--- src/rtl/assert_macros.svh ---
// ----------------------------------------------------------------------------
// Assertion macros
// Shared concurrent assertion wrappers, clocked on clock, off during reset.
// ----------------------------------------------------------------------------
`ifndef ASSERT_MACROS_SVH
`define ASSERT_MACROS_SVH

// property must hold at every clock edge out of reset
`define HTW_ASSERT(name, prop, msg) \
   name: assert property (@(posedge clock) disable iff (reset) prop) else $error(msg);

// condition must never be seen
`define HTW_NEVER(name, cond, msg) \
   `HTW_ASSERT(name, !(cond), msg)

`endif

--- src/rtl/htw_ram.sv ---
// ----------------------------------------------------------------------------
// htw_ram
// Generic simple dual-port RAM, one write port, one registered read port.
// ----------------------------------------------------------------------------
module htw_ram #(
   parameter int WIDTH = 16,
   parameter int DEPTH = 256
) (
   input  logic                     clock,
   input  logic                     we,
   input  logic [$clog2(DEPTH)-1:0] waddr,
   input  logic [WIDTH-1:0]         wdata,
   input  logic [$clog2(DEPTH)-1:0] raddr,
   output logic [WIDTH-1:0]         rdata
);

   logic [WIDTH-1:0] mem [DEPTH];

   always_ff @(posedge clock) begin
      if (we) begin
         mem[waddr] <= wdata;
      end
      rdata <= mem[raddr];
   end

endmodule

--- config.mk ---
export PLATFORM = sky130hd
export DESIGN_NAME = htw_ram
export DESIGN_NICKNAME = d
export VERILOG_FILES = /design/src/rtl/assert_macros.svh /design/src/rtl/htw_ram.sv
export SDC_FILE = /design/constraint.sdc
export NUM_CORES = 2
export LEC_CHECK = 0
export BUFFER_PORTS_ARGS = -buffer_cell sky130_fd_sc_hd__buf_2
export CORE_MARGIN = 4
export CORE_UTILIZATION = 40
export DETAILED_ROUTE_END_ITERATION = 10
export PLACE_DENSITY_LB_ADDON = 0.25
export SYNTH_ARGS = -nofsm -noshare
export SYNTH_HDL_FRONTEND = slang
export SYNTH_SLANG_ARGS = --single-unit
--- constraint.sdc ---
create_clock -name clock -period 2.97 [get_ports clock]
set_input_delay 0.297 -clock clock [delete_from_list [all_inputs] [get_ports clock]]
set_output_delay 0.297 -clock clock [all_outputs]
set_load 0.02 [all_outputs]
==> summary.txt <==
Outcome -> complete, no violations
Crit path kind -> reg -> reg
Rel. slew slack -> 20.8%
Cell family with most CP delay -> compound AO/OA/AOI/OAI gates
Reg2Reg Setup Slack -> 0.07 ns
YS warnings -> 0
CP endpoint kind -> register
Worst Hold Path Cells -> 4
Reg2reg end -> rdata[8]
Worst-path clk slew -> 0.06 ns
Critical path buffers and inverters -> 1
Core Rows -> 231
Post-synthesis mux area share -> 15.5%
Congestion Overflow GR -> 0
XOR/XNOR Fraction of Synth Area -> 0%
Worst path max stage delay -> 0.63 ns
Syn avg cell area -> 21.6 um2
Largest fanout on the critical path -> 1
Syn Inst Count -> 7,360
Final Setup Violations -> 0
#FFs+latches synth -> 4,112
Largest net degree at the start of global routing -> 121
Comb pwr share -> 5.5%
Final Critical Period -> 2.90 ns
Layout cells sized above 1 -> 29.8%
F_max -> 0.344 GHz
Number of synthesized flops with an enable pin -> 4,096
Port bufs -> 49
Placer Congestion -> 0.868
Power Density -> 659 nW/um2
Max cap viols -> 0
Synth Area in Compound Gates -> 3.54%
Post-CTS Setup Bufs -> 0
CP arrival -> 3.76 ns
Clk sink count -> 4,112
Clk_lat worst skew -> 0.97 ns
Most used flip-flop cell after synthesis -> edfxtp_1
Worst-case clock buffer depth -> 4
Die footprint -> 407,000 um2
Switching Fraction -> 21.5%
DRT iter0 DRCs -> 9,963
Worst Hold Endpoint -> rdata[4]
# nets final -> 8,326
Setup TNS -> 0 ns
Reg power frac -> 52.4%
ANT nets after route -> 0
Root Buffer -> clkbuf_16
Synth Area in Adders -> 0%
Largest family of logic cells by synthesized area -> multiplexers
P_int -> 0.0961 W
Maximum VDD drop -> 537 uV
Syn Nets -> 7,394
Slew Viols, Final -> 0
Min-delay src -> raddr[7]
Post-Synth Simple-Gate Area -> 1.57%
Unrepaired setup endpoints after global routing -> no
Lkg Pwr -> 59.6 nW
WL final -> 435,000 um
Most Crowded Layer GR -> met2
Cell area after synthesis -> 159,000 um2
Initial antenna violation count -> 35
Sequential-to-total area share from yosys stat -> 77.7%
Tcrit/Tclk final -> 97.8%
Initial core utilization -> 40.1%
Ports -> 50
Worst r2r src -> mem[2][8]
Layout fillers -> 32,400
TritonCTS clock tree -> done
Synth cell types -> 52
Met3 Use GR -> 3.46%
CTS buffer count -> 413
HP Class -> in -> reg
Layout area overhead -> 17.0%
Vias -> 80,400
Clock Skews -> 0.0631 ns
Die Y -> 638 um
Drt drc -> 0
Vias per std cell -> 5.79
Final Power -> 0.122 W
Critical path cell sequence -> mux4_2, mux2_2, a22oi_1, nand2_1, o32ai_2, buf_4, nor4_1
Clock power frac -> 42.1%
Vias in the first global route -> 81,100
NetSw -> 0.0263 W
Tightest Pin Transition -> 1.19 ns
Slowest CP cell -> o32ai_2
FF-to-FF path depth -> 7
H-tree depth -> 5
First-pass GRT wire length -> 614,000 um
DP HPWL -> 273,000 um
Async S/R FF share, synth -> 0%
CORE AREA -> 396,000 um2
GRT met1 Usage -> 29.3%
Chip Width -> 638 um
Setup crit start kind -> register
Met2 Resource Use GR -> 33.9%
All-Layer GR Usage -> 21.0%
Req. time, crit path -> 3.82 ns
Final Hold Viols -> 0
WL/cell -> 31.3 um
Drt first pass iters -> 6
## cell usage after synthesis, types with 4 or more instances
cell type / count / area (um2)
edfxtp_1: 4096 / 123000
mux4_2: 797 / 17900
mux2i_1: 565 / 5660
nor2_1: 304 / 1140
o221ai_1: 252 / 2210
clkbuf_1: 230 / 863
a21oi_1: 175 / 876
o22ai_1: 148 / 926
nor3_1: 92 / 460
mux2_2: 88 / 991
buf_6: 77 / 867
buf_2: 76 / 380
a22oi_1: 43 / 323
nand2_1: 38 / 143
o21ai_0: 37 / 185
nand3_1: 35 / 175
a22o_1: 32 / 280
a221oi_1: 28 / 245
buf_1: 27 / 101
buf_4: 26 / 195
nand4_1: 26 / 163
o32ai_1: 20 / 175
a211oi_1: 18 / 135
nor4_1: 17 / 106
dfxtp_1: 16 / 320
o31ai_1: 16 / 120
and3_1: 11 / 68.8
buf_8: 11 / 165
nor2b_1: 9 / 56.3
a2111oi_0: 6 / 52.6
a31oi_1: 6 / 37.5
buf_12: 5 / 100
or2_2: 4 / 25.0
## registers in the layout, indices dropped and copies added, names as in the netlist
name	flops
mem	4096
rdata	16
## worst reg2reg max path, stage by stage (launching register included)
cell	delay [ns]
edfxtp_1	0.36
mux4_2	0.48
mux2_2	0.28
a22oi_1	0.49
nand2_1	0.31
o32ai_2	0.64
buf_4	0.22
nor4_1	0.04
## through the flow
| stage | util (%) | hold slack (ns) | cell area [um2] | std cells | setup slack [ns] |
|---|---|---|---|---|---|
| floorplan | - | 0.396 | 159000 | 7360 | 0.508 |
| CTS | 46.9 | 0.0280 | 186000 | 13900 | 0.104 |
| global route | 46.9 | 0.0797 | 186000 | 13900 | 0.118 |
| detailed placement | 43.5 | 0.668 | 172000 | 13100 | -0.929 |
| global placement | 43.5 | 0.662 | 172000 | 13100 | -1.01 |
| finish | 46.9 | 0.0951 | 186000 | 13900 | 0.0654 |
## worst max path at each step
stage / depth (start not counted) / slack (ns) / from / to
2_1_floorplan: 6 / 0.51 / waddr[3] / mem[235][0]
3_3_place_gp: 10 / -1.01 / raddr[0] / rdata[8]
3_5_place_dp: 10 / -0.93 / raddr[0] / rdata[8]
4_1_cts: 7 / 0.10 / mem[2][8] / rdata[8]
5_1_grt: 7 / 0.12 / mem[2][8] / rdata[8]
6_report: 7 / 0.07 / mem[2][8] / rdata[8]
## cells by family (layout without fill, tap and decap cells)
logic type	after synthesis	after routing
buffers and inverters	456	1724
AO/OA/AOI/OAI	786	786
multiplexers	1450	1450
AND/OR/NAND/NOR	556	556
flip-flops	4112	4112
other	0	13
## routing by layer
metal | routed length (um) | vias to the layer above
met5 | 0 | -
met4 | 14400 | 0
met3 | 33500 | 635
met2 | 209000 | 3309
met1 | 177000 | 43300
li1 | - | 33200
## cell usage in the layout, fill, tap and decap left out, types with 88 or more instances in the layout
cell type	netlist	final
buf_12	5	146
o22ai_1	148	148
nor3_1	92	90
a21oi_1	175	175
nor2_2	0	114
edfxtp_1	4096	4096
clkbuf_16	0	419
mux4_2	797	797
o221ai_1	252	252
mux2_2	88	88
mux2i_1	565	565
buf_4	26	759
clkinv_1	0	90
nor2_1	304	189
## power groups by stage
stage / Combinational [W] / Clock, W / Sequential [W]
2_1_floorplan: 0.00316 / 0 / 0.0653
3_3_place_gp: 0.00665 / 0 / 0.0653
3_5_place_dp: 0.00675 / 0 / 0.0653
4_1_cts: 0.00679 / 0.0524 / 0.0641
5_1_grt: 0.00706 / 0.0549 / 0.0641
6_report: 0.00674 / 0.0515 / 0.0641
## final cells by class
cell class	count	area (um2)	area share [%]
repair buffers	969	9210	4.96
inverters	4	27.5	0.0148
clock buffers	495	10800	5.84
flip-flops and latches	4112	123000	66.4
clock inverters	256	2510	1.35
multi-input cells	2792	33100	17.8
diodes	13	32.5	0.0175
well taps	5242	6560	3.53
## timing repair
| item | 4_1_cts | 5_1_grt |
|---|---|---|
| hold buffers | 16 | 0 |
| endpoints found under the hold margin | 983 | 0 |
| endpoints found under the setup margin | 2 | 0 |
| gates resized for setup | 2 | 0 |
(Power assumes the default switching activity.)
